**config.mk**
```make
export PLATFORM = sky130hd
export DESIGN_NAME = lsem_pos
export DESIGN_NICKNAME = d
export VERILOG_FILES = /design/src/rtl/core/lsem_pkg.sv /design/src/rtl/core/lsem_pos.sv
export SDC_FILE = /design/constraint.sdc
export NUM_CORES = 1
export LEC_CHECK = 0
export BUFFER_PORTS_ARGS = -buffer_cell sky130_fd_sc_hd__buf_2
export CAP_MARGIN = 20
export CORE_MARGIN = 5
export CORE_UTILIZATION = 40
export CTS_BUF_LIST = sky130_fd_sc_hd__clkbuf_8
export DETAILED_ROUTE_END_ITERATION = 16
export PLACE_DENSITY = 0.6
export SETUP_SLACK_MARGIN = 0.3
export SYNTH_ARGS = -nofsm -noshare
export SYNTH_HDL_FRONTEND = slang
export SYNTH_SLANG_ARGS = --single-unit
```
**constraint.sdc**
```tcl
create_clock -name clk -period 3.9 [get_ports clk]
set_input_delay 0.195 -clock clk [delete_from_list [all_inputs] [get_ports clk]]
set_output_delay 0.195 -clock clk [all_outputs]
set_load 0.02 [all_outputs]
```
**src/rtl/core/lsem_pkg.sv**
```systemverilog
// lsem_pkg: shared constants, widths and types of the Laplacian sign edge map.
// No dependencies; imported by lsem_pos, lsem_kernel and laplacian_sign_edge_map_core.
`timescale 1ns / 1ps

package lsem_pkg;

  localparam int MAX_WIDTH   = 4096;              // line store depth, power of two
  localparam int COL_W       = $clog2(MAX_WIDTH);
  localparam int PIX_W       = 8;
  localparam int IMG_WIDTH_W = 13;
  localparam int IMG_HEIGHT_W = 16;
  localparam int CFG_DATA_W  = 16;
  localparam int CFG_INDEX_W = 1;
  localparam int SUM_W       = 11;                // holds -1020..1020

  localparam logic [CFG_INDEX_W-1:0] CFG_IMAGE_WIDTH  = 1'b0;
  localparam logic [CFG_INDEX_W-1:0] CFG_IMAGE_HEIGHT = 1'b1;

  localparam logic [IMG_WIDTH_W-1:0]  WIDTH_RESET  = 13'd280;
  localparam logic [IMG_HEIGHT_W-1:0] HEIGHT_RESET = 16'd280;

  localparam logic [PIX_W-1:0] EDGE_ON  = 8'd255;
  localparam logic [PIX_W-1:0] EDGE_OFF = 8'd0;

  typedef struct packed {
    logic [COL_W-1:0] idx;
    logic             emit;
    logic             last;
  } pos_t;

endpackage

```
**src/rtl/core/lsem_pos.sv**
```systemverilog
// lsem_pos: column/row position counters and per-beat emit / frame-end decode.
// Depends on lsem_pkg.
`timescale 1ns / 1ps

module lsem_pos import lsem_pkg::*; (
  input  logic                    clk,
  input  logic                    rst,
  input  logic                    step,
  input  logic                    frame_start,
  input  logic [IMG_WIDTH_W-1:0]  image_width,
  input  logic [IMG_HEIGHT_W-1:0] image_height,
  output pos_t                    pos
);

  logic [COL_W-1:0]        column_count, column_next, col_cur, col_last;
  logic [IMG_HEIGHT_W-1:0] row_count, row_next, row_cur, row_last;
  logic                    row_end, frame_last;

  always_comb begin
    if (image_width < IMG_WIDTH_W'(3)) begin
      col_last = COL_W'(2);
    end else if (image_width > IMG_WIDTH_W'(MAX_WIDTH)) begin
      col_last = COL_W'(MAX_WIDTH - 1);
    end else begin
      col_last = COL_W'(image_width - IMG_WIDTH_W'(1));
    end
    if (image_height < IMG_HEIGHT_W'(3)) begin
      row_last = IMG_HEIGHT_W'(2);
    end else begin
      row_last = image_height - IMG_HEIGHT_W'(1);
    end
  end

  assign col_cur    = frame_start ? '0 : column_count;
  assign row_cur    = frame_start ? '0 : row_count;
  assign row_end    = col_cur >= col_last;
  assign frame_last = row_end && (row_cur >= row_last);

  always_comb begin
    column_next = col_cur + COL_W'(1);
    row_next    = row_cur;
    if (row_end) begin
      column_next = '0;
      row_next    = frame_last ? '0 : row_cur + IMG_HEIGHT_W'(1);
    end
  end

  always_ff @(posedge clk) begin
    if (rst) begin
      column_count <= '0;
      row_count    <= '0;
    end else if (step) begin
      column_count <= column_next;
      row_count    <= row_next;
    end
  end

  assign pos.idx  = col_cur;
  assign pos.emit = (row_cur >= IMG_HEIGHT_W'(2)) && (col_cur >= COL_W'(2));
  assign pos.last = frame_last;

endmodule

```
==> impl_metrics.py, run 1 <==
metrics = {
    "logic_synthesis": {
        "synth.largest_area_cell": "dfxtp_1",
        "yosys_warnings": 0,
        "ys_seq_area_share_pct": 18.5,
        "synth_nets": 476,
        "ys_ff_latch": 28,
        "syn_area_mm2": 0.00303,
        "synth_flop_cell": "dfxtp_1",
        "synthTopCellsByArea": "dfxtp_1 (19%), ha_1 (14%), nand2_1 (5.8%)",
        "ys_async_sr_fraction_pct": 0,
        "synth_top_area_share_pct": 18.5,
        "synth-edff-count": 0,
        "syn_inst": 408,
        "avgSynthCellArea_um2": 7.42,
        "post_synth_num_cell_types": 55,
    },
    "pwr": {
        "pwr-share-clk_pct": 35.4,
        "p_leak_nw": 1.63,
        "vdd_drop_max_mv": 0.167,
        "seqPwrFrac_pct": 44.2,
        "p_int_uw": 477,
        "switching_power_uw": 174,
        "pwr-share-comb_pct": 20.4,
        "power_density_mw_per_mm2": 175,
        "p_sw_share_pct": 26.7,
    },
    "grt": {
        "grt_util_met2_pct": 27.6,
        "grt.met1_usage_pct": 25.2,
        "top_usage_layer": "met2",
        "grt_usage_pct": 17.4,
        "grt_pass1_vias": 2910,
        "overflow": 0,
        "grt_pass1_wl_um": 14100,
        "antenna_found_initial": 0,
        "use_met3_pct": 2.66,
        "grt_max_degree": 33,
    },
    "cts": {
        "htree_levels": 1,
        "clkSinkCount": 28,
        "root_buffer": "clkbuf_8",
        "cts_made_buffers": 3,
        "path_clk_slew_ns": 0.10,
        "cts_hold_buf": 0,
        "clk_latency_ns": 0.28,
        "max-clock-path-buffers": 2,
        "cts_tree": "yes",
    },
    "hold_path": {
        "hold_class": "primary input to register",
        "whs_path_depth": 3,
    },
    "critical_path": {
        "end_kind": "output port",
        "slowest_delay_ns": 0.37,
        "cp_slowest_cell": "or3_4",
        "cp.depth": 14,
        "cp_max_fo": 9,
        "cp.arrival_ns": 3.31,
        "cp.required_ns": 3.70,
        "path_cells": "buf_2 > nor4_2 > nand2b_1 > or2_2 > nor3_2 > nor2_2 > o32ai_1 > ha_1 > a21o_1 > a21o_1 > a21o_1 > or3_4 > and2_1 > buf_2",
        "critPathKind": "primary input to output port",
        "worst_path_most_repeated_cell": "a21o_1",
        "start_kind": "primary input",
        "crit_buf_inv": 2,
        "reg2reg_depth": 9,
        "crit_family": "simple AND/OR/NAND/NOR gates",
    },
    "floorplanning": {
        "die_w_um": 97.0,
        "rows": 31,
        "core_mm2": 0.00733,
        "start_util_pct": 41.3,
        "io_pins": 47,
        "die_h_um": 97.0,
        "die_area_mm2": 0.00941,
    },
    "finish": {
        "fillers": 703,
        "diodes": 0,
        "fin_cells": 564,
        "area_delta_synth_final_pct": 22.6,
        "drive_gt1_share_pct": 21.1,
        "fin_nets": 534,
    },
    "timing": {
        "post-route-period-util_pct": 89.9,
        "tns_ns": 0,
        "finalSetupViolCount": 0,
        "tightest_slew_ns": 0.699,
        "skew_ns": 0.00593,
        "hold_viol": 0,
        "slew_headroom_pct": 53.4,
        "post-route-min-period_ns": 3.51,
        "max_clock_freq_ghz": 0.285,
        "grt_setup_unrepaired": "yes",
        "slew_violations": 0,
    },
    "placement": {
        "routabilityCongestion": 0.873,
        "hpwl_um": 6730,
        "dp_cells": 555,
        "port_buffers": 46,
    },
    "outcome": {
        "status": "completed",
    },
    "routing": {
        "routed_wl_um": 8420,
        "vias_per_cell": 5.56,
        "drt_pre_antenna_iters": 4,
        "drt_iter0_markers": 150,
        "vias": 3137,
        "wl_per_cell_um": 14.9,
        "drc": 0,
        "ant_nets": 0,
    },
    "job": {
        "cap_viol_max_count": 0,
    },
}
[placed cells by master (no fill, tap or decap), types with 3 or more instances in the layout]
cell type | Yosys | layout
and3_1 | 4 | 4
dfxtp_1 | 28 | 28
a2111oi_4 | 1 | 3
and4_1 | 4 | 4
nand3_1 | 19 | 17
o21ai_1 | 2 | 3
buf_2 | 1 | 46
inv_1 | 21 | 21
nor4_4 | 0 | 3
nor4_1 | 19 | 14
ha_1 | 35 | 34
o41ai_1 | 3 | 3
nor3_1 | 14 | 12
a21o_1 | 5 | 5
xor2_1 | 17 | 17
nand2_1 | 47 | 47
a21oi_1 | 23 | 23
nor2_1 | 31 | 30
a211o_1 | 3 | 3
nor2b_1 | 19 | 19
or3_1 | 6 | 4
o32ai_1 | 6 | 6
xnor2_1 | 10 | 10
nand4_1 | 7 | 7
mux2_2 | 3 | 3
buf_4 | 1 | 21
a31oi_1 | 3 | 3
nand2b_1 | 6 | 6
mux2i_1 | 3 | 3
o21ai_0 | 18 | 17
clkbuf_8 | 0 | 3
[cell families (layout without fill, tap and decap cells)]
group           Yosys count  after routing  share of synthesized area (%)
simple gates            190            190                           33.0
fa+ha+maj                35             35                           14.5
buf+inv                  37             94                           4.75
compound gates           85             85                           19.3
flops                    28             28                           18.5
mux                       6              6                           2.11
xor+xnor                 27             27                           7.81
[final timing paths]
path,from,to,slack (ns)
worst max-delay path,image_width[3],pos[0],0.39
worst min-delay path,step,column_count[0],0.33
worst max register to register,row_count[13],row_count[8],0.94
worst min register to register,column_count[9],column_count[9],0.48
[cells in the mapped netlist, drive strengths merged (2+ instances only)]
| cell | n |
|---|---|
| nand2b | 7 |
| nand2 | 47 |
| nor4 | 19 |
| clkbuf | 14 |
| o32ai | 6 |
| nor3 | 14 |
| a21o | 5 |
| nand4 | 7 |
| xor2 | 17 |
| nor2 | 31 |
| or4 | 3 |
| ha | 35 |
| a21oi | 23 |
| xnor2 | 10 |
| mux2i | 3 |
| a2111oi | 5 |
| or3 | 6 |
| and2 | 2 |
| o22a | 2 |
| dfxtp | 28 |
| buf | 2 |
| a22o | 2 |
| a211o | 3 |
| a31oi | 3 |
| nand3 | 19 |
| and4b | 2 |
| o31ai | 2 |
| or4b | 2 |
| and3 | 4 |
| nor2b | 19 |
| o21ai | 20 |
| o21a | 2 |
| inv | 21 |
| and4 | 4 |
| mux2 | 3 |
| o41ai | 3 |
[power by group through the flow]
stage	registers (mW)	clock network [mW]	logic, mW
after floorplan	0.294	0	0.0742
after global placement	0.294	0	0.124
after detailed placement	0.294	0	0.127
after CTS	0.288	0.240	0.127
after global routing	0.288	0.252	0.149
final	0.288	0.231	0.133
[tightest hold or removal path: stages]
cell and delay [ns]:
buf_2 0.20, nand3_1 0.10, a21oi_1 0.06
[state kept, by name, indices dropped and copies added, names as in the netlist]
register      flops
row_count        16
column_count     12
[layer usage]
metal  part of all wire (%)  vias to the layer above
met1                     48                     1455
met5                      0                        -
li1                       -                     1609
met3                    5.1                        4
met4                   0.53                        0
met2                     47                       69
[per-stage QoR]
stage,util (%),setup WS (ns),area [um^2],hold slack (ns),power [mW]
final,50.7,0.394,3710,0.326,0.651
after global placement,48.0,0.0684,3520,0.445,0.419
after CTS,49.1,0.320,3600,0.318,0.655
after floorplan,-,0.262,3110,0.368,0.368
after global routing,50.7,0.249,3710,0.341,0.689
after detailed placement,48.0,-0.0290,3520,0.465,0.421
[layout make-up]
class                           instances  area, um^2  share of cell area (%)
Multi-Input combinational cell        343        2470                    66.5
Clock inverter                          1        30.0                   0.809
Timing Repair Buffer                   69         410                    11.1
Inverter                               21        78.8                    2.12
Tap cell                               99         124                    3.34
Clock buffer                            3        41.3                    1.11
Sequential cell                        28         561                    15.1
[repair_timing]
action | 4_1_cts | 5_1_grt
pin swaps | 0 | 3
gates resized for setup | 1 | 13
setup endpoints to repair | 2 | 18
buffers inserted | 0 | 5
(Power assumes the default switching activity.)
==> run 2, diff against run 1 <==
--- a/config.mk
+++ b/config.mk
@@ -7,7 +7,6 @@
 export LEC_CHECK = 0
 export BUFFER_PORTS_ARGS = -buffer_cell sky130_fd_sc_hd__buf_2
 export CAP_MARGIN = 20
-export CORE_MARGIN = 5
 export CORE_UTILIZATION = 40
 export CTS_BUF_LIST = sky130_fd_sc_hd__clkbuf_8
 export DETAILED_ROUTE_END_ITERATION = 16
==> impl_metrics.py, run 2 (synthesized netlist as in run 1, its figures left out) <==
metrics = {
    "placement": {
        "routabilityCongestion": 0.879,
        "port_buffers": 46,
        "place_area_mm2": 0.00350,
        "dp_slack_ns": -0.0301,
        "hpwl_um": 6470,
    },
    "floorplanning": {
        "start_util_pct": 41.5,
        "core_mm2": 0.00729,
        "die_w_um": 89.0,
        "die_area_mm2": 0.00792,
        "io_pins": 47,
        "rows": 31,
        "die_h_um": 89.0,
    },
    "hold_path": {
        "hold_class": "primary input to register",
    },
    "timing": {
        "slew_headroom_pct": 49.3,
        "grt_setup_unrepaired": "yes",
        "post-route-min-period_ns": 3.43,
        "hold_ws_ns": 0.329,
        "tightest_slew_ns": 0.759,
        "max_clock_freq_ghz": 0.292,
        "skew_ns": 0.00343,
        "slew_violations": 0,
        "hold_viol": 0,
        "finalSetupViolCount": 0,
        "timing.final.ws_setup_ns": 0.470,
        "post-route-period-util_pct": 88.0,
    },
    "pwr": {
        "pwr-share-clk_pct": 35.5,
        "pwr-share-comb_pct": 20.6,
        "seqPwrFrac_pct": 44.0,
        "p_sw_share_pct": 26.9,
        "vdd_drop_max_mv": 0.126,
        "power_density_mw_per_mm2": 178,
        "p_int_uw": 478,
        "p_leak_nw": 1.61,
        "switching_power_uw": 176,
    },
    "job": {
        "cap_viol_max_count": 0,
    },
    "finish": {
        "top_register": "row_count",
        "drive_gt1_share_pct": 20.0,
        "largest_reg_flops": 16,
        "final_common_cell": "nand2_1",
        "diodes": 0,
        "fillers": 749,
        "area_delta_synth_final_pct": 21.3,
        "fin_nets": 529,
        "top_regs": "row_count x16, column_count x12",
        "final_area_mm2": 0.00367,
        "mostFrequentLayoutCells": "nand2_1 (47), buf_2 (46), ha_1 (34)",
    },
    "cts": {
        "root_buffer": "clkbuf_8",
        "cts_tree": "yes",
        "htree_levels": 1,
        "clk_latency_ns": 0.28,
        "path_clk_slew_ns": 0.10,
        "cts_made_buffers": 3,
        "clkSinkCount": 28,
        "max-clock-path-buffers": 2,
    },
    "routing": {
        "drt_iter0_markers": 135,
        "ant_nets": 0,
        "vias_per_cell": 5.62,
        "drt_pre_antenna_iters": 4,
        "drc": 0,
        "wl_per_cell_um": 14.9,
        "vias": 3143,
        "routed_wl_um": 8330,
    },
    "critical_path": {
        "critPathKind": "primary input to register",
        "start_kind": "primary input",
        "cp.required_ns": 4.07,
        "cp.arrival_ns": 3.60,
        "end_kind": "register",
        "cp_max_fo": 11,
    },
    "grt": {
        "antenna_found_initial": 0,
        "grt_pass1_wl_um": 13500,
        "grt_pass1_vias": 2806,
        "grt_max_degree": 33,
        "overflow": 0,
        "grt_usage_pct": 21.5,
    },
    "outcome": {
        "status": "completed",
    },
}
[run 2: changes by cell type in the layout (fill, tap and decap cells not counted), sizes merged]
cell  change
buf       -5
[run 2: worst paths after layout]
kind,cells after the start,endpoint,start,slack [ns]
worst min-delay path,3,column_count[11],step,0.33
worst max register to register,9,row_count[8],row_count[11],0.92
worst max-delay path,16,row_count[3],image_width[3],0.47
worst min register to register,2,column_count[11],column_count[11],0.47
[run 2: metal layers]
layer	global-route usage, %	vias to the layer above	wire length (um)
met5	0	-	0
met4	3.32	0	63
met3	2.12	4	337
met2	32.8	61	3680
met1	33.2	1469	4250
li1	-	1609	-
[run 2: per-stage QoR]
step | TNS (ns) | std cells | power (mW) | util, %
final | 0 | 559 | 0.654 | 50.4
after global routing | 0 | 559 | 0.688 | 50.4
after global placement | 0 | 553 | 0.419 | 48.1
after detailed placement | -0.0387 | 553 | 0.421 | 48.1
after CTS | 0 | 557 | 0.654 | 49.1
after floorplan | 0 | 408 | 0.368 | -
[run 2: repair_timing]
item / 4_1_cts / 5_1_grt
buffers inserted: 0 / 2
pin swaps: 0 / 2
endpoints found under the setup margin: 2 / 15
hold buffers: 0 / 0
gates resized for setup: 1 / 10
[run 2: final cells by class]
cell class / instances / area, um^2 / area share, %
Inverter: 21 / 78.8 / 2.15
Clock inverter: 1 / 30.0 / 0.818
Tap cell: 99 / 124 / 3.37
Sequential cell: 28 / 561 / 15.3
Clock buffer: 3 / 41.3 / 1.12
Timing Repair Buffer: 64 / 369 / 10.1
Multi-Input combinational cell: 343 / 2470 / 67.2
[run 2: power groups by stage]
| stage | combinational, mW | sequential [mW] | clock, mW |
|---|---|---|---|
| 6_report | 0.135 | 0.288 | 0.232 |
| 4_1_cts | 0.128 | 0.288 | 0.238 |
| 2_1_floorplan | 0.0742 | 0.294 | 0 |
| 3_3_place_gp | 0.125 | 0.294 | 0 |
| 5_1_grt | 0.151 | 0.288 | 0.250 |
| 3_5_place_dp | 0.127 | 0.294 | 0 |
[run 2: worst max-delay path: stages]
cell	delay, ns
buf_2	0.14
nor4_4	0.29
nand2b_1	0.11
or2_2	0.35
nor4_2	0.28
xor2_1	0.19
o21ai_0	0.12
ha_1	0.31
nand4_1	0.18
a2111oi_4	0.35
nor3_2	0.11
buf_6	0.16
buf_4	0.16
nor4_1	0.38
xnor2_1	0.19
o21ai_0	0.09
