File: src/rtl/core/lsem_pkg.sv
// lsem_pkg: shared constants, widths and types of the Laplacian sign edge map.
// No dependencies; imported by lsem_pos, lsem_kernel and laplacian_sign_edge_map_core.
`timescale 1ns / 1ps

package lsem_pkg;

  localparam int MAX_WIDTH   = 4096;              // line store depth, power of two
  localparam int COL_W       = $clog2(MAX_WIDTH);
  localparam int PIX_W       = 8;
  localparam int IMG_WIDTH_W = 13;
  localparam int IMG_HEIGHT_W = 16;
  localparam int CFG_DATA_W  = 16;
  localparam int CFG_INDEX_W = 1;
  localparam int SUM_W       = 11;                // holds -1020..1020

  localparam logic [CFG_INDEX_W-1:0] CFG_IMAGE_WIDTH  = 1'b0;
  localparam logic [CFG_INDEX_W-1:0] CFG_IMAGE_HEIGHT = 1'b1;

  localparam logic [IMG_WIDTH_W-1:0]  WIDTH_RESET  = 13'd280;
  localparam logic [IMG_HEIGHT_W-1:0] HEIGHT_RESET = 16'd280;

  localparam logic [PIX_W-1:0] EDGE_ON  = 8'd255;
  localparam logic [PIX_W-1:0] EDGE_OFF = 8'd0;

  typedef struct packed {
    logic [COL_W-1:0] idx;
    logic             emit;
    logic             last;
  } pos_t;

endpackage

File: src/rtl/core/lsem_kernel.sv
// lsem_kernel: 3x3 window columns and the 4-neighbor Laplacian sign decision.
// Depends on lsem_pkg.
`timescale 1ns / 1ps

module lsem_kernel import lsem_pkg::*; (
  input  logic             clk,
  input  logic             rst,
  input  logic             step,
  input  logic [PIX_W-1:0] up,
  input  logic [PIX_W-1:0] mid,
  input  logic [PIX_W-1:0] pix,
  output logic             positive
);

  // newest column of top and bottom rows, last two columns of the middle row
  logic [PIX_W-1:0] top_c, mid_c1, mid_c2, bot_c;
  logic [SUM_W-1:0] sum;

  always_ff @(posedge clk) begin
    if (rst) begin
      top_c  <= '0;
      mid_c1 <= '0;
      mid_c2 <= '0;
      bot_c  <= '0;
    end else if (step) begin
      top_c  <= up;
      mid_c1 <= mid_c2;
      mid_c2 <= mid;
      bot_c  <= pix;
    end
  end

  // window after the shift: up=top_c, down=bot_c, left=mid_c1, right=mid, center=mid_c2
  assign sum = SUM_W'(top_c) + SUM_W'(bot_c) + SUM_W'(mid_c1) + SUM_W'(mid)
             - (SUM_W'(mid_c2) << 2);

  assign positive = !sum[SUM_W-1] && (sum != '0);

endmodule

File: config.mk
export PLATFORM = sky130hd
export DESIGN_NAME = lsem_kernel
export DESIGN_NICKNAME = d
export VERILOG_FILES = /design/src/rtl/core/lsem_pkg.sv /design/src/rtl/core/lsem_kernel.sv
export SDC_FILE = /design/constraint.sdc
export NUM_CORES = 1
export LEC_CHECK = 0
export BUFFER_PORTS_ARGS = -buffer_cell sky130_fd_sc_hd__buf_4
export CORE_MARGIN = 1.5
export CORE_UTILIZATION = 52
export DETAILED_ROUTE_END_ITERATION = 8
export MAX_ROUTING_LAYER = met4
export PLACE_DENSITY = 0.76
export SLEW_MARGIN = 40
export SYNTH_ARGS = -nofsm -noshare
export SYNTH_HDL_FRONTEND = slang
export SYNTH_SLANG_ARGS = --single-unit
File: constraint.sdc
create_clock -name clk -period 4.9 [get_ports clk]
set_clock_uncertainty 0.05 [all_clocks]
set_input_delay 0.735 -clock clk [delete_from_list [all_inputs] [get_ports clk]]
set_output_delay 0.735 -clock clk [all_outputs]
set_load 0.05 [all_outputs]
==> metrics.md, run 1 <==
| Metric | Value |
|---|---|
| Result of the run | finished, violations left |
| Violations in the final reports | setup timing |
| Chip Height | 67.97 microns |
| Routed WL | 4065 microns |
| Final count of negative-setup-slack endpoints | 1 |
| Average instance area after synthesis | 9.500 sq um |
| Average wire per standard cell | 12.86 microns |
| Leftover overflow at the end of global routing | 0 |
| Highest achievable clock rate | 199.3 MHz |
| Internal power component | 0.0006650 W |
| Aggregate global-route resource usage | 19.88% |
| Wire length of the first global-routing pass | 6499 microns |
| Buf+Inv Stages, Crit Path | 3 |
| Required arrival time at the worst endpoint | 4.12 ns |
| Setup WS post-layout | -0.1187 ns |
| Iteration-0 DRC Markers | 31 |
| Number of storage elements in the synthesis netlist | 32 |
| Number of search-and-repair iterations in the first detailed-routing pass | 4 |
| Delay contributed by the slowest stage of the critical path | 0.49 ns |
| Worst min-delay path class | flop to flop |
| Most used flip-flop cell after synthesis | sky130_fd_sc_hd__dfxtp_1 |
| Clock-pin slew reported for the worst setup and hold paths after clock tree synthesis | 0.06 ns |
| Number of global-route vias before repair | 1556 |
| Final period util | 102.4% |
| Residual DRC count | 0 |
| Cts-stage hold buffer count | 0 |
| Hold Fails Final Rpt | 0 |
| Mean number of vias per cell | 5.016 |
| Number of enable flip-flop cells after synthesis | 0 |
| Share of total power in combinational logic | 51.6% |
| Slowest cell on crit path | sky130_fd_sc_hd__fa_1 |
| Max transition margin | 63.86% |
| Core Area | 4029 sq um |
| Crit-path cells | buf_6 -> fa_1 -> fa_1 -> inv_1 -> fa_2 -> fa_2 -> xnor2_1 -> nor4b_2 -> o211ai_1 -> a2111o_1 -> a2111oi_4 -> nor2_4 -> buf_6 |
| YS warnings | 0 |
| Startpoint kind of the worst setup timing path | input pin |
| Most frequent cells in the layout | sky130_fd_sc_hd__inv_1, sky130_fd_sc_hd__nor2_1, sky130_fd_sc_hd__mux2i_1, sky130_fd_sc_hd__buf_4, sky130_fd_sc_hd__dfxtp_1 |
| Clock Latency Late Sink | 0.28 ns |
| Number of vias in the routed layout | 1585 |
| Leading cell type in the layout, fill and taps excluded | sky130_fd_sc_hd__inv_1 |
| Count of mapped cells out of synthesis | 231 |
| # rows | 23 |
| CTS Buf Count | 5 |
| Number of max-cap violations | 0 |
| Largest cells by area after synthesis | sky130_fd_sc_hd__dfxtp_1, sky130_fd_sc_hd__fa_1, sky130_fd_sc_hd__mux2i_1, sky130_fd_sc_hd__ha_1, sky130_fd_sc_hd__inv_1 |
| Horiz. Die Dim | 67.97 microns |
| Antenna violations before repair | 0 |
| Synthesis-to-finish area growth | 22.75% |
| Switching share of power | 36.13% |
| Async set-reset flop share out of synthesis | 0% |
| Maximum number of pins on one net before global-route repair | 33 |
| Routability-driven placement congestion ratio | 0.7834 |
| Clock buffer depth | 2 |
| Top Ports | 28 |
| Shortest period the worst path allows | 5.019 ns |
| PD cells | 386.5 nW/um^2 |
| Post-CTS Repair Setup Buffers | 0 |
| Number of nets in the layout | 329 |
| Critical path capture point type | output pin |
| Setup repair after global routing missed its margin | yes |
| Post-synth top area share | 29.19% |
| Maximum vdd drop | 187.6 uV |
| Clock net sink count | 32 |
| Antenna-violating nets left | 0 |
| N_diodes | 0 |
| Post-route cell area | 2694 sq um |
| Total die area | 4619 sq um |
| Placed wire-length estimate after detailed placement | 3116 microns |
| Largest fanout of any net on the critical path | 2 |
| Area of the mapped netlist | 2195 sq um |
| Type of the worst setup path | input pin to output pin |
| Leakage | 1.290 nW |
| Pins Over Slew Limit | 0 |
| Worst path arrival time | 4.23 ns |
| Effective utilization at floorplan | 54.47% |
| Clk pwr share | 21.0% |
| Final core utilization | 66.86% |
| Least-Margin Pin Slew | 0.5421 ns |
| Sequential group share of total power | 27.3% |
| Number of library cell types mapped by synthesis | 34 |
| Clock tree root driver cell | sky130_fd_sc_hd__clkbuf_8 |
| Switching power | 0.0003761 W |
| Count of H-tree levels built during CTS | 2 |
| Cell area after placement | 2521 sq um |
| TritonCTS clock tree | yes |
| Layout cells sized above 1 | 21.43% |
| Cell type group with the largest total delay on the critical path | adder cells |
| Share of synthesized area occupied by flip-flops and latches | 29.19% |
| Number of nets in the synthesized netlist | 294 |
| Cell accounting for the most synthesized area | sky130_fd_sc_hd__dfxtp_1 |
| Number of buffers added on ports | 27 |
==> power groups by stage <==
stage               registers (W)  clock network [W]  logic, W
global placement         0.000290                  0  0.000470
finish                   0.000285           0.000219  0.000537
detailed placement       0.000291                  0  0.000486
global route             0.000286           0.000233  0.000598
floorplan                0.000287                  0  0.000345
CTS                      0.000285           0.000225  0.000537
==> Yosys cell counts, types with 2 or more instances <==
master and number:
sky130_fd_sc_hd__mux2i_1 33, sky130_fd_sc_hd__nand3_1 4, sky130_fd_sc_hd__inv_1 47, sky130_fd_sc_hd__o21ai_0 2, sky130_fd_sc_hd__clkbuf_1 4, sky130_fd_sc_hd__nand2_1 3
sky130_fd_sc_hd__xnor2_1 2, sky130_fd_sc_hd__fa_1 21, sky130_fd_sc_hd__a21oi_1 3, sky130_fd_sc_hd__or3_1 2, sky130_fd_sc_hd__dfxtp_1 32, sky130_fd_sc_hd__nand2b_1 4
sky130_fd_sc_hd__ha_1 15, sky130_fd_sc_hd__nor2_1 36, sky130_fd_sc_hd__nor3_1 2, sky130_fd_sc_hd__buf_1 3
==> through the flow <==
stage	setup slack, ns	total power, W	cells	setup TNS [ns]	hold slack (ns)
6_report	-0.1187	0.001041	316	-0.1187	0.4481
5_1_grt	-0.2335	0.001117	316	-0.2335	0.4603
4_1_cts	-0.06395	0.001047	316	-0.06395	0.4503
3_5_place_dp	-0.4252	0.0007762	309	-0.4252	0.4331
3_3_place_gp	-0.3060	0.0007597	309	-0.3060	0.4244
2_1_floorplan	0.01536	0.0006324	231	0	0.4104
==> worst reg2reg max path: cells and delay by family, from the launching register on <==
family	cells	cell delay (ns)
flip-flops	1	0.34
multiplexers	1	0.14
AND/OR/NAND/NOR	1	0.05
==> flip-flops by register name, summed over array words and instances (netlist names) <==
| signal | flops |
|---|---|
| bot_c | 8 |
| mid_c1 | 8 |
| mid_c2 | 8 |
| top_c | 8 |
==> final timing paths <==
check	depth (start not counted)	slack, ns	to	from
setup / recovery	13	-0.12	positive	mid[2]
hold / removal	2	0.45	mid_c1[1]	mid_c1[1]
setup reg to reg	2	4.20	top_c[4]	top_c[4]
hold reg to reg	2	0.45	mid_c1[1]	mid_c1[1]
==> cells by family (layout without fill, tap and decap cells) <==
family          after synthesis  in the layout  synth area share (%)
mux                          33             33                 15.05
buf+inv                      54             89                 9.236
simple gates                 55             55                 11.06
compound gates               18             18                 6.557
fa+ha+maj                    36             36                 27.71
flops                        32             32                 29.19
xor+xnor                      3              3                 1.197
==> cell type report <==
cell class	instances	area (sq um)
Fill cell	344	1335
Inverter	47	176.4
Tap cell	50	62.56
Sequential cell	32	640.6
Timing Repair Buffer	35	270.3
Multi-Input combinational cell	145	1448
Clock buffer	7	96.34
==> layer usage <==
layer	track usage (%)	vias to the layer above	wire length, microns
met2	35.44	30	2101
met1	21.26	747	1749
met3	3.947	7	134
met5	-	-	0
met4	8.750	0	80
li1	-	801	-
==> repair_timing <==
action                                  4_1_cts  5_1_grt
endpoints found under the setup margin        1        1
resized for setup                            10        2
hold endpoints to repair                      0        0
pin swaps                                    13        8
Power figures use the tool's default switching activity.
==> run 2: changes to the inputs <==
--- a/config.mk
+++ b/config.mk
@@ -11,6 +11,7 @@
 export DETAILED_ROUTE_END_ITERATION = 8
 export MAX_ROUTING_LAYER = met4
 export PLACE_DENSITY = 0.76
+export RECOVER_POWER = 100
 export SLEW_MARGIN = 40
 export SYNTH_ARGS = -nofsm -noshare
 export SYNTH_HDL_FRONTEND = slang
==> metrics.md, run 2 (same netlist as run 1, synthesis figures left out) <==
| Metric | Value |
|---|---|
| Result of the run | finished, violations left |
| Violations in the final reports | capacitance limit, slew limit, setup timing |
| Clock tree root driver cell | sky130_fd_sc_hd__clkbuf_8 |
| Chip Height | 67.97 microns (unchanged) |
| Setup repair after global routing missed its margin | yes |
| Destination of the worst register-to-register timing path | top_c[4] |
| PD cells | 387.8 nW/um^2 (+0.35%) |
| Core Area | 4029 sq um (unchanged) |
| Cell count of the worst hold path | 2 (unchanged) |
| Horiz. Die Dim | 67.97 microns (unchanged) |
| N_diodes | 0 (unchanged) |
| TritonCTS clock tree | yes |
| Largest fanout of any net on the critical path | 2 (unchanged) |
| Iteration-0 DRC Markers | 28 (-9.7%) |
| Worst flop-to-flop path startpoint | top_c[4] |
| Residual DRC count | 0 (unchanged) |
| Buf+Inv Stages, Crit Path | 3 (unchanged) |
| Highest achievable clock rate | 199.3 MHz (about the same) |
| Required arrival time at the worst endpoint | 4.12 ns (about the same) |
| Number of search-and-repair iterations in the first detailed-routing pass | 4 (unchanged) |
| Worst Reg2Reg Path Length in Cells | 2 (unchanged) |
| Startpoint kind of the worst setup timing path | input pin |
| Aggregate global-route resource usage | 19.88% (unchanged) |
| Setup WS post-layout | -0.1188 ns (-0.00001500 ns) |
| Shortest period the worst path allows | 5.019 ns (+0.00001500 ns) |
| Slowest cell on crit path | sky130_fd_sc_hd__fa_1 |
| Worst path arrival time | 4.23 ns (about the same) |
| Leakage | 1.286 nW (-0.28%) |
| Cell type group with the largest total delay on the critical path | adder cells |
| Number of global-route vias before repair | 1556 (unchanged) |
| CTS Buf Count | 5 (unchanged) |
| Max transition margin | -53.60% (-120 points) |
| Critical path capture point type | output pin |
| Total die area | 4619 sq um (unchanged) |
| Clock-pin slew reported for the worst setup and hold paths after clock tree synthesis | 0.06 ns (about the same) |
| Routability-driven placement congestion ratio | 0.7834 (unchanged) |
| Number of buffers added on ports | 27 (unchanged) |
| Maximum number of pins on one net before global-route repair | 33 (unchanged) |
| Placed wire-length estimate after detailed placement | 3116 microns (unchanged) |
| Type of the worst setup path | input pin to output pin |
| Number of max-cap violations | 1 (+1) |
| # rows | 23 (unchanged) |
| Mean number of vias per cell | 5.025 (+0.19%) |
| Delay contributed by the slowest stage of the critical path | 0.49 ns (about the same) |
| Worst Min Path Start | mid_c1[1] |
| Synthesis-to-finish area growth | 22.58% |
| Worst slack after detailed placement | -0.4252 ns (unchanged) |
| Cts-stage hold buffer count | 0 (unchanged) |
| Cell area after placement | 2521 sq um (unchanged) |
| Least-Margin Pin Slew | 2.304 ns (+1.762 ns) |
| Top Ports | 28 (unchanged) |
| Clock Latency Late Sink | 0.28 ns (about the same) |
| Total area of multi-input combinational cells | 1448 sq um (unchanged) |
| Fill cells | 344 (unchanged) |
| Final worst hold slack | 0.4481 ns (-0.00001000 ns) |
| Maximum vdd drop | 188.3 uV (+0.36%) |
| Routed WL | 4084 microns (+0.47%) |
| Antenna-violating nets left | 0 (unchanged) |
| Crit-path cells | buf_6 -> fa_1 -> fa_1 -> inv_1 -> fa_2 -> fa_2 -> xnor2_1 -> nor4b_2 -> o211ai_1 -> a2111o_1 -> a2111oi_4 -> nor2_4 -> buf_6 |
| Clock net sink count | 32 (unchanged) |
| Layout cells sized above 1 | 21.05% (-0.38 points) |
| Number of nets in the layout | 329 (unchanged) |
| Antenna violations before repair | 0 (unchanged) |
| Average wire per standard cell | 12.92 microns (+0.47%) |
| Combined flip-flop and latch cell area | 640.6 sq um (unchanged) |
| Final core utilization | 66.77% (-0.093 points) |
| Post-route cell area | 2690 sq um (-0.14%) |
| Internal reg-to-reg setup slack | 4.16 ns (-0.04 ns) |
| Hold Fails Final Rpt | 0 (unchanged) |
| Final period util | 102.4% (about the same) |
| End point of the most critical hold path | mid_c1[1] |
| Worst min-delay path class | flop to flop |
| Number of vias in the routed layout | 1588 (+0.19%) |
| Clock buffer depth | 2 (unchanged) |
| Pins Over Slew Limit | 33 (+33) |
| Wire length of the first global-routing pass | 6499 microns (unchanged) |
| Leading cell type in the layout, fill and taps excluded | sky130_fd_sc_hd__inv_1 |
| Effective utilization at floorplan | 54.47% (unchanged) |
| Count of H-tree levels built during CTS | 2 (unchanged) |
| Final count of negative-setup-slack endpoints | 1 (unchanged) |
| Leftover overflow at the end of global routing | 0 (unchanged) |
| Most frequent cells in the layout | sky130_fd_sc_hd__inv_1, sky130_fd_sc_hd__nor2_1, sky130_fd_sc_hd__mux2i_1, sky130_fd_sc_hd__dfxtp_1, sky130_fd_sc_hd__buf_4 |
-- run 2: cell count changes in the layout (fill, tap and decap cells not counted) --
| cell | delta |
|---|---|
| sky130_fd_sc_hd__buf_4 | -1 |
| sky130_fd_sc_hd__clkbuf_1 | +1 |
-- run 2: worst max-delay path by stage --
stage                     to  slack, ns  cells past startpoint  startpoint
floorplan           positive       0.02                     12      mid[2]
global placement    positive      -0.31                     14      mid[2]
detailed placement  positive      -0.43                     13      mid[2]
CTS                 positive      -0.06                     14      mid[4]
global route        positive      -0.23                     13      mid[2]
finish              positive      -0.12                     13      mid[2]
-- run 2: power by group --
group / internal [W] / total [W] / switching [W] / leakage (nW)
Combinational: 0.000267 / 0.000540 / 0.000272 / 0.972
Sequential: 0.000274 / 0.000285 / 0.0000103 / 0.263
Clock: 0.000125 / 0.000219 / 0.0000939 / 0.0503
-- run 2: layout make-up --
class,instances,share of cell area (%)
clock buffer,7,3.581
tap,50,2.326
timing repair buffer,35,9.907
sequential,32,23.81
inverter,47,6.558
multi-input combinational,145,53.81
-- run 2: worst min-delay path, delay by kind of cell, from the launching register on --
family,cells,cell delay (ns)
DFF,1,0.33
and+or+nand+nor,1,0.08
muxes,1,0.06
-- run 2: what timing repair did --
action                                  4_1_cts  5_1_grt
endpoints found under the setup margin        1        1
buffers inserted                              0        0
resized for setup                            10        2
pin swaps                                    13        8
-- run 2: through the flow --
step / cells / power [W] / TNS (ns)
after floorplan: 231 / 0.0006324 / 0
after global placement: 309 / 0.0007597 / -0.3060
after detailed placement: 309 / 0.0007762 / -0.4252
after CTS: 316 / 0.001047 / -0.06395
after global routing: 316 / 0.001119 / -0.2335
final: 316 / 0.001043 / -0.1188
-- run 2: layer usage --
metal / GRT usage (%) / wire length [microns] / vias to the layer above
met5: - / 0 / -
met4: 8.750 / 80 / 0
met3: 3.947 / 124 / 7
met2: 35.44 / 2114 / 31
met1: 21.26 / 1764 / 748
li1: - / - / 802
==> run 3: changes to the inputs <==
--- a/config.mk
+++ b/config.mk
@@ -6,12 +6,14 @@
 export NUM_CORES = 1
 export LEC_CHECK = 0
 export BUFFER_PORTS_ARGS = -buffer_cell sky130_fd_sc_hd__buf_4
+export CORE_ASPECT_RATIO = 1.75
 export CORE_MARGIN = 1.5
 export CORE_UTILIZATION = 52
 export DETAILED_ROUTE_END_ITERATION = 8
 export MAX_ROUTING_LAYER = met4
 export PLACE_DENSITY = 0.76
 export RECOVER_POWER = 100
+export SETUP_SLACK_MARGIN = 0.5
 export SLEW_MARGIN = 40
 export SYNTH_ARGS = -nofsm -noshare
 export SYNTH_HDL_FRONTEND = slang
==> metrics.md, run 3 (same netlist as run 1, synthesis figures left out) <==
| Metric | Value |
|---|---|
| Chip Height | 88.94 microns (+31%) |
| Largest fanout of any net on the critical path | 3 (+1) |
| Least-Margin Pin Slew | 2.312 ns (+0.007566 ns) |
| Busiest layer in global routing | met2 |
| Final count of negative-setup-slack endpoints | 1 (unchanged) |
| N_diodes | 0 (unchanged) |
| TritonCTS clock tree | yes |
| Buf+Inv Stages, Crit Path | 4 (+1) |
| Total stage count of the critical path | 14 (+1) |
| Maximum number of pins on one net before global-route repair | 33 (unchanged) |
| Average wire per standard cell | 12.12 microns (-6.2%) |
| Result of the run | finished, violations left |
| Iteration-0 DRC Markers | 24 (-14%) |
| CTS Buf Count | 5 (unchanged) |
| Number of global-route vias before repair | 1598 (+2.7%) |
| Most frequent cells in the layout | sky130_fd_sc_hd__inv_1, sky130_fd_sc_hd__nor2_1, sky130_fd_sc_hd__mux2i_1, sky130_fd_sc_hd__dfxtp_1, sky130_fd_sc_hd__buf_4 |
| Worst min-delay path class | flop to flop |
| Cell area after placement | 2535 sq um (+0.55%) |
| Combined flip-flop and latch cell area | 640.6 sq um (unchanged) |
| Met3 demand-to-capacity share in global routing | 4.013% (+0.066 points) |
| Shortest period the worst path allows | 4.997 ns (-0.02207 ns) |
| Delay contributed by the slowest stage of the critical path | 0.53 ns (+0.04 ns) |
| Number of vias in the routed layout | 1579 (-0.57%) |
| Violations in the final reports | capacitance limit, slew limit, setup timing |
| Antenna-violating nets left | 0 (unchanged) |
| Type of the worst setup path | input pin to output pin |
| Horiz. Die Dim | 52.11 microns (-23%) |
| Synthesis-to-finish area growth | 19.90% |
| Number of nets in the layout | 326 (-0.91%) |
| Effective utilization at floorplan | 53.38% (-1.1 points) |
| Pins Over Slew Limit | 33 (unchanged) |
| Crit-path cells | buf_4 -> fa_1 -> fa_1 -> inv_1 -> fa_1 -> inv_1 -> ha_1 -> a21oi_2 -> o211ai_2 -> or3_1 -> a2111o_1 -> a2111oi_4 -> nor2_4 -> buf_6 |
| Required arrival time at the worst endpoint | 4.12 ns (about the same) |
| Slowest cell on crit path | sky130_fd_sc_hd__fa_1 |
| Core Area | 4111 sq um (+2.0%) |
| Layout cells sized above 1 | 17.80% (-3.2 points) |
| Worst Reg2Reg Path Length in Cells | 2 (unchanged) |
| Post-CTS Repair Setup Buffers | 0 (unchanged) |
| Clock buffer depth | 2 (unchanged) |
| Maximum vdd drop | 346.8 uV (+84%) |
| Setup WS post-layout | -0.09669 ns (+0.02207 ns) |
| Cell count of the worst hold path | 2 (unchanged) |
| Routed WL | 3793 microns (-7.1%) |
| Setup repair after global routing missed its margin | yes |
| Number of buffers added on ports | 27 (unchanged) |
| PD cells | 374.6 nW/um^2 (-3.4%) |
| Critical path capture point type | output pin |
| Final core utilization | 64.00% (-2.8 points) |
| Placed wire-length estimate after detailed placement | 3035 microns (-2.6%) |
| Cts-stage hold buffer count | 0 (unchanged) |
| Antenna violations before repair | 0 (unchanged) |
| Clock tree root driver cell | sky130_fd_sc_hd__clkbuf_8 |
| Residual DRC count | 0 (unchanged) |
| # rows | 31 (+35%) |
| Cell type group with the largest total delay on the critical path | adder cells |
| Fill cells | 371 (+7.8%) |
| Met1 layer usage reported by global route | 23.12% (+1.9 points) |
| Leftover overflow at the end of global routing | 0 (unchanged) |
| Clock-pin slew reported for the worst setup and hold paths after clock tree synthesis | 0.06 ns (about the same) |
| Worst slack after detailed placement | -0.2601 ns (+0.1650 ns) |
| Number of search-and-repair iterations in the first detailed-routing pass | 4 (unchanged) |
| Wire length of the first global-routing pass | 6665 microns (+2.6%) |
| Clock net sink count | 32 (unchanged) |
| Mean number of vias per cell | 5.045 (+0.39%) |
| Number of max-cap violations | 1 (unchanged) |
| Leakage | 1.267 nW (-1.5%) |
| Hold Fails Final Rpt | 0 (unchanged) |
| Post-route cell area | 2631 sq um (-2.2%) |
| Total die area | 4635 sq um (+0.33%) |
| Final period util | 102.0% (-0.45 points) |
| Count of H-tree levels built during CTS | 2 (unchanged) |
| Clock Latency Late Sink | 0.28 ns (about the same) |
| Met2 usage | 32.11% (-3.3 points) |
| Startpoint kind of the worst setup timing path | input pin |
| Total area of multi-input combinational cells | 1423 sq um (-1.7%) |
| Highest achievable clock rate | 200.1 MHz (+0.44%) |
| Aggregate global-route resource usage | 20.16% (+0.29 points) |
| Leading cell type in the layout, fill and taps excluded | sky130_fd_sc_hd__inv_1 |
| Worst path arrival time | 4.21 ns (-0.02 ns) |
| Max transition margin | -54.10% (-0.50 points) |
| Top Ports | 28 (unchanged) |
| Total chip power | 0.0009857 W (-5.5%) |
| Total negative slack for setup checks | -0.09669 ns (+0.02207 ns) |
| Top cell by count, worst path | sky130_fd_sc_hd__fa_1 |
| Routability-driven placement congestion ratio | 0.8075 (+3.1%) |
## run 3: cell count changes in the layout (fill, tap and decap cells not counted), moves of 2 or more
cell	change
sky130_fd_sc_hd__buf_4	-2
sky130_fd_sc_hd__clkbuf_1	+2
sky130_fd_sc_hd__fa_1	+2
sky130_fd_sc_hd__fa_2	-2
sky130_fd_sc_hd__inv_1	+2
sky130_fd_sc_hd__inv_2	-2
## run 3: final cells by class
cell class,count,share of cell area (%)
inverters,47,6.705
flip-flops and latches,32,24.35
clock buffers,8,3.424
multi-input cells,145,54.07
repair buffers,32,9.130
well taps,49,2.330
## run 3: path summary, 6_finish.rpt
path                 start        to  slack (ns)
setup / recovery    mid[2]  positive        -0.1
hold / removal    top_c[1]  top_c[1]        0.45
setup reg to reg  top_c[0]  top_c[0]        4.15
hold reg to reg   top_c[1]  top_c[1]        0.45
## run 3: where the power goes
group	switching [W]	leakage [nW]	internal, W	total [W]
Clock	0.0000936	0.0455	0.000114	0.000208
Sequential	0.0000102	0.263	0.000274	0.000285
Combinational	0.000253	0.958	0.000240	0.000493
Total	0.000357	1.27	0.000628	0.000986
## run 3: metrics by stage
stage	hold WS [ns]	instances
floorplan	0.4104	231
global placement	0.4256	305
detailed placement	0.4401	305
CTS	0.4568	313
global route	0.4763	313
finish	0.4467	313
## run 3: layer usage
layer,vias to the layer above,share of wire [%]
met5,-,0
met2,24,51
met4,0,3.2
li1,804,-
met1,743,43
met3,8,2.6
## run 3: tightest hold or removal path, delay by kind of cell (launching register included)
family / cells / cell delay (ns)
multiplexers: 1 / 0.06
flip-flops: 1 / 0.33
AND/OR/NAND/NOR: 1 / 0.07
## run 3: what timing repair did
action | CTS | global route
pin swaps | 1 | 0
endpoints found under the setup margin | 1 | 1
gates resized for setup | 2 | 0
